### config.mk
export PLATFORM = sky130hd
export DESIGN_NAME = gamepad_action_mapper_with_repeat
export DESIGN_NICKNAME = d
export VERILOG_FILES = /design/src/sv/gam_pkg.sv /design/src/sv/gam_cfg.sv /design/src/sv/gam_core.sv /design/src/sv/gam_resq.sv /design/src/sv/gamepad_action_mapper_with_repeat.sv
export SDC_FILE = /design/constraint.sdc
export NUM_CORES = 1
export LEC_CHECK = 0
export ABC_AREA = 1
export BUFFER_PORTS_ARGS = -buffer_cell sky130_fd_sc_hd__buf_4
export CORE_ASPECT_RATIO = 1.4
export CORE_MARGIN = 4
export CORE_UTILIZATION = 50
export DETAILED_ROUTE_END_ITERATION = 8
export PLACE_DENSITY = 0.65
export SLEW_MARGIN = 20
export SYNTH_ARGS = -nofsm -noshare
export SYNTH_HDL_FRONTEND = slang
export SYNTH_SLANG_ARGS = --single-unit
### constraint.sdc
create_clock -name clk -period 5.79 [get_ports clk]
set_input_delay 0 -clock clk [delete_from_list [all_inputs] [get_ports clk]]
set_output_delay 0 -clock clk [all_outputs]
set_load 0.02 [all_outputs]
### src/sv/gam_pkg.sv
// Shared types and constants for the gamepad action mapper.
package gam_pkg;

  // Default sizes
  localparam int NUM_BUTTONS_DEF = 21;
  localparam int NUM_AXES_DEF    = 6;

  // Field and register widths
  localparam int BTN_ACT_W  = 63;
  localparam int AXIS_ACT_W = 36;
  localparam int LEVEL_W    = 15;
  localparam int TICK_W     = 16;
  localparam int CFG_IDX_W  = 3;
  localparam int CFG_DATA_W = 63;

  // Register indexes
  localparam logic [CFG_IDX_W-1:0] REG_BUTTON_ACTIONS  = 3'd0;
  localparam logic [CFG_IDX_W-1:0] REG_AXIS_ACTIONS    = 3'd1;
  localparam logic [CFG_IDX_W-1:0] REG_ENGAGE_LEVEL    = 3'd2;
  localparam logic [CFG_IDX_W-1:0] REG_RELEASE_LEVEL   = 3'd3;
  localparam logic [CFG_IDX_W-1:0] REG_REPEAT_DELAY    = 3'd4;
  localparam logic [CFG_IDX_W-1:0] REG_REPEAT_INTERVAL = 3'd5;
  localparam logic [CFG_IDX_W-1:0] REG_WINDOW_ACTIVE   = 3'd6;

  // Opcodes
  localparam logic [1:0] OP_BUTTON = 2'd0;
  localparam logic [1:0] OP_AXIS   = 2'd1;
  localparam logic [1:0] OP_TICK   = 2'd2;
  localparam logic [1:0] OP_REMOVE = 2'd3;

  // Repeat phases
  localparam logic [1:0] PH_IDLE   = 2'd0;
  localparam logic [1:0] PH_DELAY  = 2'd1;
  localparam logic [1:0] PH_REPEAT = 2'd2;

  // Axis positions
  localparam logic [1:0] POS_CENTER = 2'd0;
  localparam logic [1:0] POS_PLUS   = 2'd1;
  localparam logic [1:0] POS_MINUS  = 2'd2;

  // Actions and events
  localparam logic [2:0] ACT_NONE  = 3'd0;
  localparam logic [2:0] ACT_RIGHT = 3'd4;  // highest direction code
  localparam logic       EV_PRESS   = 1'b0;
  localparam logic       EV_RELEASE = 1'b1;

  // Result queue depth in requests
  localparam int QDEPTH = 2;

  typedef struct packed {
    logic [BTN_ACT_W-1:0]  button_actions;
    logic [AXIS_ACT_W-1:0] axis_actions;
    logic [LEVEL_W-1:0]    engage_level;
    logic [LEVEL_W-1:0]    release_level;
    logic [TICK_W-1:0]     repeat_delay;
    logic [TICK_W-1:0]     repeat_interval;
    logic                  window_active;
  } cfg_t;

  typedef struct packed {
    logic [1:0]  opcode;
    logic [4:0]  input_index;
    logic        pressed;
    logic [15:0] axis_value;
  } in_t;

  typedef struct packed {
    logic       key_event;
    logic [2:0] action_code;
    logic       auto_repeat;
  } res_t;

  // Results of one request: one or two
  typedef struct packed {
    logic pair;
    res_t r0;
    res_t r1;
  } entry_t;

endpackage

### src/sv/gam_cfg.sv
// Configuration register file.
module gam_cfg (
  input  logic                            clk,
  input  logic                            rst_n,
  input  logic                            cfg_valid,
  output logic                            cfg_ready,
  input  logic [gam_pkg::CFG_IDX_W-1:0]   cfg_index,
  input  logic [gam_pkg::CFG_DATA_W-1:0]  cfg_data,
  output gam_pkg::cfg_t                   cfg
);
  import gam_pkg::*;

  cfg_t cfg_r;

  assign cfg_ready = 1'b1;
  assign cfg       = cfg_r;

  // Register writes; unknown indexes are dropped
  always_ff @(posedge clk) begin
    if (!rst_n) begin
      cfg_r.button_actions  <= 63'd19392181854261;
      cfg_r.axis_actions    <= 36'd1123;
      cfg_r.engage_level    <= 15'd16384;
      cfg_r.release_level   <= 15'd12000;
      cfg_r.repeat_delay    <= 16'd400;
      cfg_r.repeat_interval <= 16'd100;
      cfg_r.window_active   <= 1'b1;
    end else if (cfg_valid) begin
      case (cfg_index)
        REG_BUTTON_ACTIONS:  cfg_r.button_actions  <= cfg_data[BTN_ACT_W-1:0];
        REG_AXIS_ACTIONS:    cfg_r.axis_actions    <= cfg_data[AXIS_ACT_W-1:0];
        REG_ENGAGE_LEVEL:    cfg_r.engage_level    <= cfg_data[LEVEL_W-1:0];
        REG_RELEASE_LEVEL:   cfg_r.release_level   <= cfg_data[LEVEL_W-1:0];
        REG_REPEAT_DELAY:    cfg_r.repeat_delay    <= cfg_data[TICK_W-1:0];
        REG_REPEAT_INTERVAL: cfg_r.repeat_interval <= cfg_data[TICK_W-1:0];
        REG_WINDOW_ACTIVE:   cfg_r.window_active   <= cfg_data[0];
        default: ;
      endcase
    end
  end

endmodule

### src/sv/gam_core.sv
// Input register, mapper state and the single-pass event logic.
module gam_core #(
  parameter int NUM_BUTTONS = gam_pkg::NUM_BUTTONS_DEF,
  parameter int NUM_AXES    = gam_pkg::NUM_AXES_DEF
) (
  input  logic            clk,
  input  logic            rst_n,
  input  logic            in_valid,
  output logic            in_ready,
  input  gam_pkg::in_t    in_data,
  input  gam_pkg::cfg_t   cfg,
  input  logic            q_space,
  output logic            q_push,
  output gam_pkg::entry_t q_entry
);
  import gam_pkg::*;

  localparam int BIDX_W = (NUM_BUTTONS > 1) ? $clog2(NUM_BUTTONS) : 1;
  localparam int AIDX_W = (NUM_AXES > 1) ? $clog2(NUM_AXES) : 1;

  logic              inv_r;
  in_t               in_r;
  logic [1:0]        axis_pos_r [NUM_AXES];
  logic [2:0]        held_r;
  logic [1:0]        phase_r;
  logic [TICK_W-1:0] cnt_r;

  logic              commit;
  logic [2:0]        btn_tab [2**BIDX_W];
  logic [1:0]        pos_tab [2**AIDX_W];
  logic [5:0]        axact_tab [2**AIDX_W];
  logic [BIDX_W-1:0] bidx;
  logic [AIDX_W-1:0] aidx;

  logic [2:0]        held_nxt;
  logic [1:0]        phase_nxt;
  logic [TICK_W-1:0] cnt_nxt;
  logic [1:0]        nres;
  res_t              r0, r1;
  logic              pos_wr, pos_clr;
  logic [1:0]        pos_old, pos_new;
  logic [2:0]        rel_a, prs_a;
  logic [2:0]        act_neg, act_pos;
  logic signed [16:0] v_s, eng_s, rel_s;

  assign commit   = inv_r && q_space;
  assign in_ready = !inv_r || commit;

  // Input register
  always_ff @(posedge clk) begin
    if (!rst_n) begin
      inv_r <= 1'b0;
    end else if (in_ready) begin
      inv_r <= in_valid;
    end
  end

  always_ff @(posedge clk) begin
    if (in_valid && in_ready) begin
      in_r <= in_data;
    end
  end

  // Lookup tables padded to a power of two
  always_comb begin
    for (int i = 0; i < 2**BIDX_W; i++) begin
      btn_tab[i] = ACT_NONE;
    end
    for (int i = 0; i < NUM_BUTTONS; i++) begin
      btn_tab[i] = cfg.button_actions[3*i +: 3];
    end
    for (int i = 0; i < 2**AIDX_W; i++) begin
      pos_tab[i]   = POS_CENTER;
      axact_tab[i] = 6'd0;
    end
    for (int i = 0; i < NUM_AXES; i++) begin
      pos_tab[i]   = axis_pos_r[i];
      axact_tab[i] = cfg.axis_actions[6*i +: 6];
    end
  end

  assign bidx    = in_r.input_index[BIDX_W-1:0];
  assign aidx    = in_r.input_index[AIDX_W-1:0];
  assign pos_old = pos_tab[aidx];
  assign act_neg = axact_tab[aidx][2:0];
  assign act_pos = axact_tab[aidx][5:3];

  assign v_s   = {in_r.axis_value[15], in_r.axis_value};
  assign eng_s = {2'b00, cfg.engage_level};
  assign rel_s = {2'b00, cfg.release_level};

  // Event logic: decide release/press actions, then apply in order
  always_comb begin
    held_nxt  = held_r;
    phase_nxt = phase_r;
    cnt_nxt   = cnt_r;
    nres      = 2'd0;
    r0        = '0;
    r1        = '0;
    pos_wr    = 1'b0;
    pos_clr   = 1'b0;
    pos_new   = pos_old;
    rel_a     = ACT_NONE;
    prs_a     = ACT_NONE;

    case (in_r.opcode)
      OP_BUTTON: begin
        if (in_r.input_index < 5'(NUM_BUTTONS)) begin
          if (in_r.pressed) prs_a = btn_tab[bidx];
          else              rel_a = btn_tab[bidx];
        end
      end
      OP_AXIS: begin
        if (in_r.input_index < 5'(NUM_AXES)) begin
          case (pos_old)
            POS_CENTER: begin
              if (v_s >= eng_s)       pos_new = POS_PLUS;
              else if (v_s <= -eng_s) pos_new = POS_MINUS;
            end
            POS_PLUS: begin
              if (v_s < rel_s) pos_new = (v_s <= -eng_s) ? POS_MINUS : POS_CENTER;
            end
            POS_MINUS: begin
              if (v_s > -rel_s) pos_new = (v_s >= eng_s) ? POS_PLUS : POS_CENTER;
            end
            default: ;
          endcase
          if (pos_new != pos_old) begin
            pos_wr = 1'b1;
            if (pos_old == POS_MINUS)     rel_a = act_neg;
            else if (pos_old == POS_PLUS) rel_a = act_pos;
            if (pos_new == POS_MINUS)     prs_a = act_neg;
            else if (pos_new == POS_PLUS) prs_a = act_pos;
          end
        end
      end
      OP_TICK: begin
        if (phase_r != PH_IDLE && held_r != ACT_NONE) begin
          if (cnt_r > 16'd1) begin
            cnt_nxt = cnt_r - 16'd1;
          end else begin
            r0        = '{key_event: EV_PRESS, action_code: held_r, auto_repeat: 1'b1};
            nres      = 2'd1;
            phase_nxt = PH_REPEAT;
            cnt_nxt   = cfg.repeat_interval;
          end
        end
      end
      OP_REMOVE: begin
        rel_a   = held_r;
        pos_clr = 1'b1;
      end
      default: ;
    endcase

    // Release always goes first
    if (rel_a != ACT_NONE) begin
      if (held_nxt == rel_a) begin
        held_nxt  = ACT_NONE;
        phase_nxt = PH_IDLE;
        cnt_nxt   = '0;
      end
      if (cfg.window_active) begin
        r0   = '{key_event: EV_RELEASE, action_code: rel_a, auto_repeat: 1'b0};
        nres = 2'd1;
      end
    end

    // Press; a direction becomes the held one
    if (prs_a != ACT_NONE) begin
      if (nres == 2'd0) r0 = '{key_event: EV_PRESS, action_code: prs_a, auto_repeat: 1'b0};
      else              r1 = '{key_event: EV_PRESS, action_code: prs_a, auto_repeat: 1'b0};
      nres = nres + 2'd1;
      if (prs_a <= ACT_RIGHT) begin
        held_nxt  = prs_a;
        phase_nxt = PH_DELAY;
        cnt_nxt   = cfg.repeat_delay;
      end
    end
  end

  assign q_push        = commit && (nres != 2'd0);
  assign q_entry.pair  = (nres == 2'd2);
  assign q_entry.r0    = r0;
  assign q_entry.r1    = r1;

  // Repeat state
  always_ff @(posedge clk) begin
    if (!rst_n) begin
      held_r  <= ACT_NONE;
      phase_r <= PH_IDLE;
      cnt_r   <= '0;
    end else if (commit) begin
      held_r  <= held_nxt;
      phase_r <= phase_nxt;
      cnt_r   <= cnt_nxt;
    end
  end

  // Axis positions
  always_ff @(posedge clk) begin
    for (int i = 0; i < NUM_AXES; i++) begin
      if (!rst_n || (commit && pos_clr)) begin
        axis_pos_r[i] <= POS_CENTER;
      end else if (commit && pos_wr && aidx == AIDX_W'(i)) begin
        axis_pos_r[i] <= pos_new;
      end
    end
  end

endmodule

### src/sv/gam_resq.sv
// Result queue: holds the results of each request and hands them out one result at a time.
module gam_resq (
  input  logic            clk,
  input  logic            rst_n,
  input  logic            q_push,
  input  gam_pkg::entry_t q_entry,
  output logic            q_space,
  output logic            out_valid,
  input  logic            out_ready,
  output gam_pkg::res_t   out_res,
  output logic            out_last
);
  import gam_pkg::*;

  localparam int PW = (QDEPTH > 1) ? $clog2(QDEPTH) : 1;

  entry_t        ent_r [QDEPTH];
  logic [PW-1:0] wptr_r, rptr_r;
  logic [PW:0]   count_r;
  logic          sub_r;
  entry_t        head;
  logic          take, pop;

  assign head      = ent_r[rptr_r];
  assign out_valid = (count_r != '0);
  assign q_space   = (count_r < (PW+1)'(QDEPTH));
  assign out_last  = !head.pair || sub_r;
  assign out_res   = sub_r ? head.r1 : head.r0;
  assign take      = out_valid && out_ready;
  assign pop       = take && out_last;

  // Entry storage
  always_ff @(posedge clk) begin
    if (q_push) begin
      ent_r[wptr_r] <= q_entry;
    end
  end

  // Pointers, fill level and position within a pair
  always_ff @(posedge clk) begin
    if (!rst_n) begin
      wptr_r  <= '0;
      rptr_r  <= '0;
      count_r <= '0;
      sub_r   <= 1'b0;
    end else begin
      if (q_push) wptr_r <= (wptr_r == PW'(QDEPTH-1)) ? '0 : wptr_r + 1'b1;
      if (pop)    rptr_r <= (rptr_r == PW'(QDEPTH-1)) ? '0 : rptr_r + 1'b1;
      count_r <= count_r + (PW+1)'(q_push) - (PW+1)'(pop);
      if (take)   sub_r <= !out_last;
    end
  end

endmodule

### src/sv/gamepad_action_mapper_with_repeat.sv
// Top level of the gamepad action mapper with held-direction repeat.
//
//   channel | direction | handshake               | payload
//   in_     | input     | in_valid / in_ready     | opcode, input_index, pressed, axis_value
//   out_    | output    | out_valid / out_ready   | key_event, action_code, auto_repeat,
//           |           |                         | last_of_run
//   cfg_    | input     | cfg_valid / cfg_ready   | cfg_index, cfg_data
//
// A request is taken into the input register, evaluated there and its one or
// two results land in a two-entry result queue once it has space; the first result
// is offered from the queue after the request has passed the input register.
// One request per cycle is sustained while the queue has space; a request with two
// results offers them one after the other on the output port, which slows the rate.
// Synchronous active-low reset returns config to defaults, centers every axis and
// clears the repeat state. Output stalls back up through the queue to in_ready.
module gamepad_action_mapper_with_repeat #(
  parameter int NUM_BUTTONS = gam_pkg::NUM_BUTTONS_DEF,
  parameter int NUM_AXES    = gam_pkg::NUM_AXES_DEF
) (
  input  logic                           clk,
  input  logic                           rst_n,
  input  logic                           in_valid,
  output logic                           in_ready,
  input  logic [1:0]                     in_opcode,
  input  logic [4:0]                     in_input_index,
  input  logic                           in_pressed,
  input  logic signed [15:0]             in_axis_value,
  output logic                           out_valid,
  input  logic                           out_ready,
  output logic                           out_key_event,
  output logic [2:0]                     out_action_code,
  output logic                           out_auto_repeat,
  output logic                           out_last_of_run,
  input  logic                           cfg_valid,
  output logic                           cfg_ready,
  input  logic [gam_pkg::CFG_IDX_W-1:0]  cfg_index,
  input  logic [gam_pkg::CFG_DATA_W-1:0] cfg_data
);
  import gam_pkg::*;

  cfg_t   cfg;
  in_t    in_data;
  logic   q_space, q_push;
  entry_t q_entry;
  res_t   out_res;

  assign in_data.opcode      = in_opcode;
  assign in_data.input_index = in_input_index;
  assign in_data.pressed     = in_pressed;
  assign in_data.axis_value  = in_axis_value;

  gam_cfg u_cfg (
    .clk       (clk),
    .rst_n     (rst_n),
    .cfg_valid (cfg_valid),
    .cfg_ready (cfg_ready),
    .cfg_index (cfg_index),
    .cfg_data  (cfg_data),
    .cfg       (cfg)
  );

  gam_core #(
    .NUM_BUTTONS (NUM_BUTTONS),
    .NUM_AXES    (NUM_AXES)
  ) u_core (
    .clk      (clk),
    .rst_n    (rst_n),
    .in_valid (in_valid),
    .in_ready (in_ready),
    .in_data  (in_data),
    .cfg      (cfg),
    .q_space  (q_space),
    .q_push   (q_push),
    .q_entry  (q_entry)
  );

  gam_resq u_resq (
    .clk       (clk),
    .rst_n     (rst_n),
    .q_push    (q_push),
    .q_entry   (q_entry),
    .q_space   (q_space),
    .out_valid (out_valid),
    .out_ready (out_ready),
    .out_res   (out_res),
    .out_last  (out_last_of_run)
  );

  assign out_key_event   = out_res.key_event;
  assign out_action_code = out_res.action_code;
  assign out_auto_repeat = out_res.auto_repeat;

endmodule

==> results.yml <==
status:
  run_status: "finished, final reports clean"
critical_path:
  crit_end: "u_core.cnt_r[0]"
  r2r_start: "u_cfg.cfg[34]"
  regToRegSetupSlack_ns: 0.65
  path_class: "reg2reg"
  crit_path_top_delay_cell: "o21ai_1"
  crit_buf_inv: 2
  reg2reg_depth: 28
  cp_max_fo: 20
  worstPathArrival_ns: 5.60
  critPathTopFamily: "simple AND/OR/NAND/NOR gates"
  startpoint: "u_cfg.cfg[34]"
  critical-path-max-stage-delay_ns: 0.36
  start_kind: "register"
  cp.depth: 28
  cp-end-kind: "register"
  r2r-end: "u_core.cnt_r[0]"
  cp_common_cell: "nand2_1"
  worst-endpoint-required_ns: 6.25
power_and_ir_drop:
  power_mw: 4.37
  p_leak_nw: 7.12
  p_per_area_nw_per_um2: 279
  peakVddDrop_mv: 0.281
timing:
  maxSlewViolCount: 0
  min_period_over_period_pct: 88.7
  holdWs_ns: 0.0732
  max_freq_ghz: 0.195
  final.setup_skew_ns: 0.0182
  timing_hold_violations_final: 0
  worst_slack_ns: 0.651
  tightestPinTransition_ns: 1.05
  setup-violations-final: 0
  setup_tns_ns: 0
  grt_setup_unrepaired: "no"
  period_minus_slack_ns: 5.14
  max_slew_margin_pct: 29.8
routing:
  drc: 0
  wire_per_inst_um: 16.9
  vias_per_cell: 5.44
  postRouteAntennaNets: 0
  first_iter_violations: 876
  drt-pass1-iter-count: 6
  drt-total-wl_um: 38100
  num_vias: 12300
logic_synthesis:
  syn_nets: 1917
  synth_area_um2: 12900
  ys_warn_count: 0
  synth_ff_type: "dfxtp_1"
  synth_edf_count: 54
  seq_area_frac_synth_pct: 42.2
  netlist_instances: 1755
  ys_ff_latch: 244
  async_flop_share_pct: 0
  synth_cell_type_count: 49
  synth.avg_cell_area_um2: 7.33
clocking:
  numCtsBuffers: 26
  clk_latency_ns: 0.55
  cts_tree: "done"
  ctsHtreeMaxLevel: 1
  clk_pin_slew_ns: 0.06
  clock_sinks: 244
  cts_buffer_depth: 3
  post_cts_buffers: 0
  cts_root_buf: "clkbuf_16"
global_route:
  grt_max_degree: 113
  grt_pass1_vias: 12100
  grt_first_pass_wirelength_um: 61300
  antenna_found_initial: 0
  overflow: 0
  track_usage_pct: 26.9
finish:
  drive_gt1_share_pct: 9.86
  final_cell_mix: "nand2_1 (336), nor2_1 (299), o21ai_0 (203)"
  n_antenna_cell: 0
  area.growth.synth_to_final_pct: 21.9
  fin_nets: 2080
  final_common_cell: "nand2_1"
  num-fill-cells: 2357
die:
  start_util_pct: 50.7
  die_w_um: 144
  die_y_um: 198
  io-pin-count: 104
  num_rows: 69
  core_um2: 25400
  die_area_um2: 28400
run:
  maxCapViolCount: 0
worst_hold_path:
  hold_path.class: "in2reg"
placed_design:
  dpl_worst_slack_ns: 0.566
  portBuffers: 102
  gp_congestion: 0.897
  hpwl_um: 26100
==> state kept, by name (all words and copies together), names as in the netlist, 2 cells and up, named ones only <==
register,count
u_cfg.cfg,162
u_core.in_r,19
u_resq.ent_r,18
u_core.cnt_r,16
u_core.axis_pos_r,12
u_core.bidx,5
u_core.held_r,3
u_core.phase_r,2
u_resq.count_r,2
==> how the worst min path moves through the flow <==
stage	start	endpoint	slack, ns	cells past startpoint
final	cfg_valid	u_cfg.cfg[62]	0.07	6
after global routing	cfg_valid	u_cfg.cfg[62]	0.11	7
after CTS	cfg_valid	u_cfg.cfg[62]	0.06	6
after detailed placement	in_input_index[2]	u_core.bidx[2]	0.18	1
after global placement	in_axis_value[7]	u_core.in_r[7]	0.18	1
after floorplan	in_input_index[0]	u_core.bidx[0]	0.1	0
==> per-layer routing <==
metal | GRT usage, % | up-vias | wire length (µm)
li1 | - | 6163 | -
met1 | 31.1 | 5723 | 15000
met2 | 50.0 | 319 | 19900
met3 | 2.85 | 77 | 1740
met4 | 10.7 | 0 | 1510
met5 | 0 | - | 0
==> cell type report <==
cell class              count  area, µm²  share of cell area, %
flip-flops and latches    244       5430                   34.6
repair buffers            208       1800                   11.5
clock inverters            11        138                  0.878
well taps                 319        399                   2.55
multi-input cells        1281       6560                   41.9
inverters                 157        589                   3.76
clock buffers              37        753                   4.81
==> worst min-delay path, delay by kind of cell <==
family / cells / cell delay [ns]
buffers and inverters: 3 / 0.28
AND/OR/NAND/NOR: 2 / 0.16
AO/OA/AOI/OAI: 1 / 0.15
==> cell families after synthesis <==
kind of cell	Yosys count	synth area share [%]
buffers and inverters	230	7.01
adder cells (fa/ha/maj)	67	6.52
AND/OR/NAND/NOR	814	26.4
XOR/XNOR	28	1.91
other	1	0.0292
flip-flops	244	42.2
AO/OA/AOI/OAI	371	15.9
==> timing repair <==
action,in CTS,in global routing
setup endpoints to repair,0,13
gates resized for setup,0,3
hold buffers,95,0
hold endpoints to repair,190,0
==> through the flow <==
stage / cell area [µm²] / util (%) / instances
2_1_floorplan: 12900 / - / 1755
4_1_cts: 15700 / 61.7 / 2257
6_report: 15700 / 61.7 / 2257
3_5_place_dp: 13800 / 54.4 / 2114
5_1_grt: 15700 / 61.7 / 2257
3_3_place_gp: 13800 / 54.4 / 2114
==> cell usage after synthesis (4+ instances only) <==
master      n  area share, %
nand2_1   336            9.8
nor2_1    302            8.8
o21ai_0   203            7.9
dfxtp_1   190             30
inv_1     148            4.3
nand3_1    96            3.7
a21oi_1    92            3.6
ha_1       67            6.5
clkbuf_1   59            1.7
edfxtp_1   54             13
nand4_1    29            1.4
xor2_1     26            1.8
a22oi_1    22            1.3
nor3_1     19           0.74
o211ai_1   13           0.76
nand2_2     8           0.39
o21ai_1     8           0.31
o22ai_1     8           0.39
inv_2       7           0.20
buf_2       6           0.23
nand2_4     4           0.35
nand3b_1    4           0.23
or2_2       4           0.19
==> where the power goes <==
part           internal (mW)  switching [mW]  leakage, nW
combinational          0.292           0.457         4.62
sequential              1.82          0.0669         2.07
clock                   1.04           0.701        0.431
total                   3.15            1.23         7.12
No activity file was read; power rests on OpenSTA's default activity.
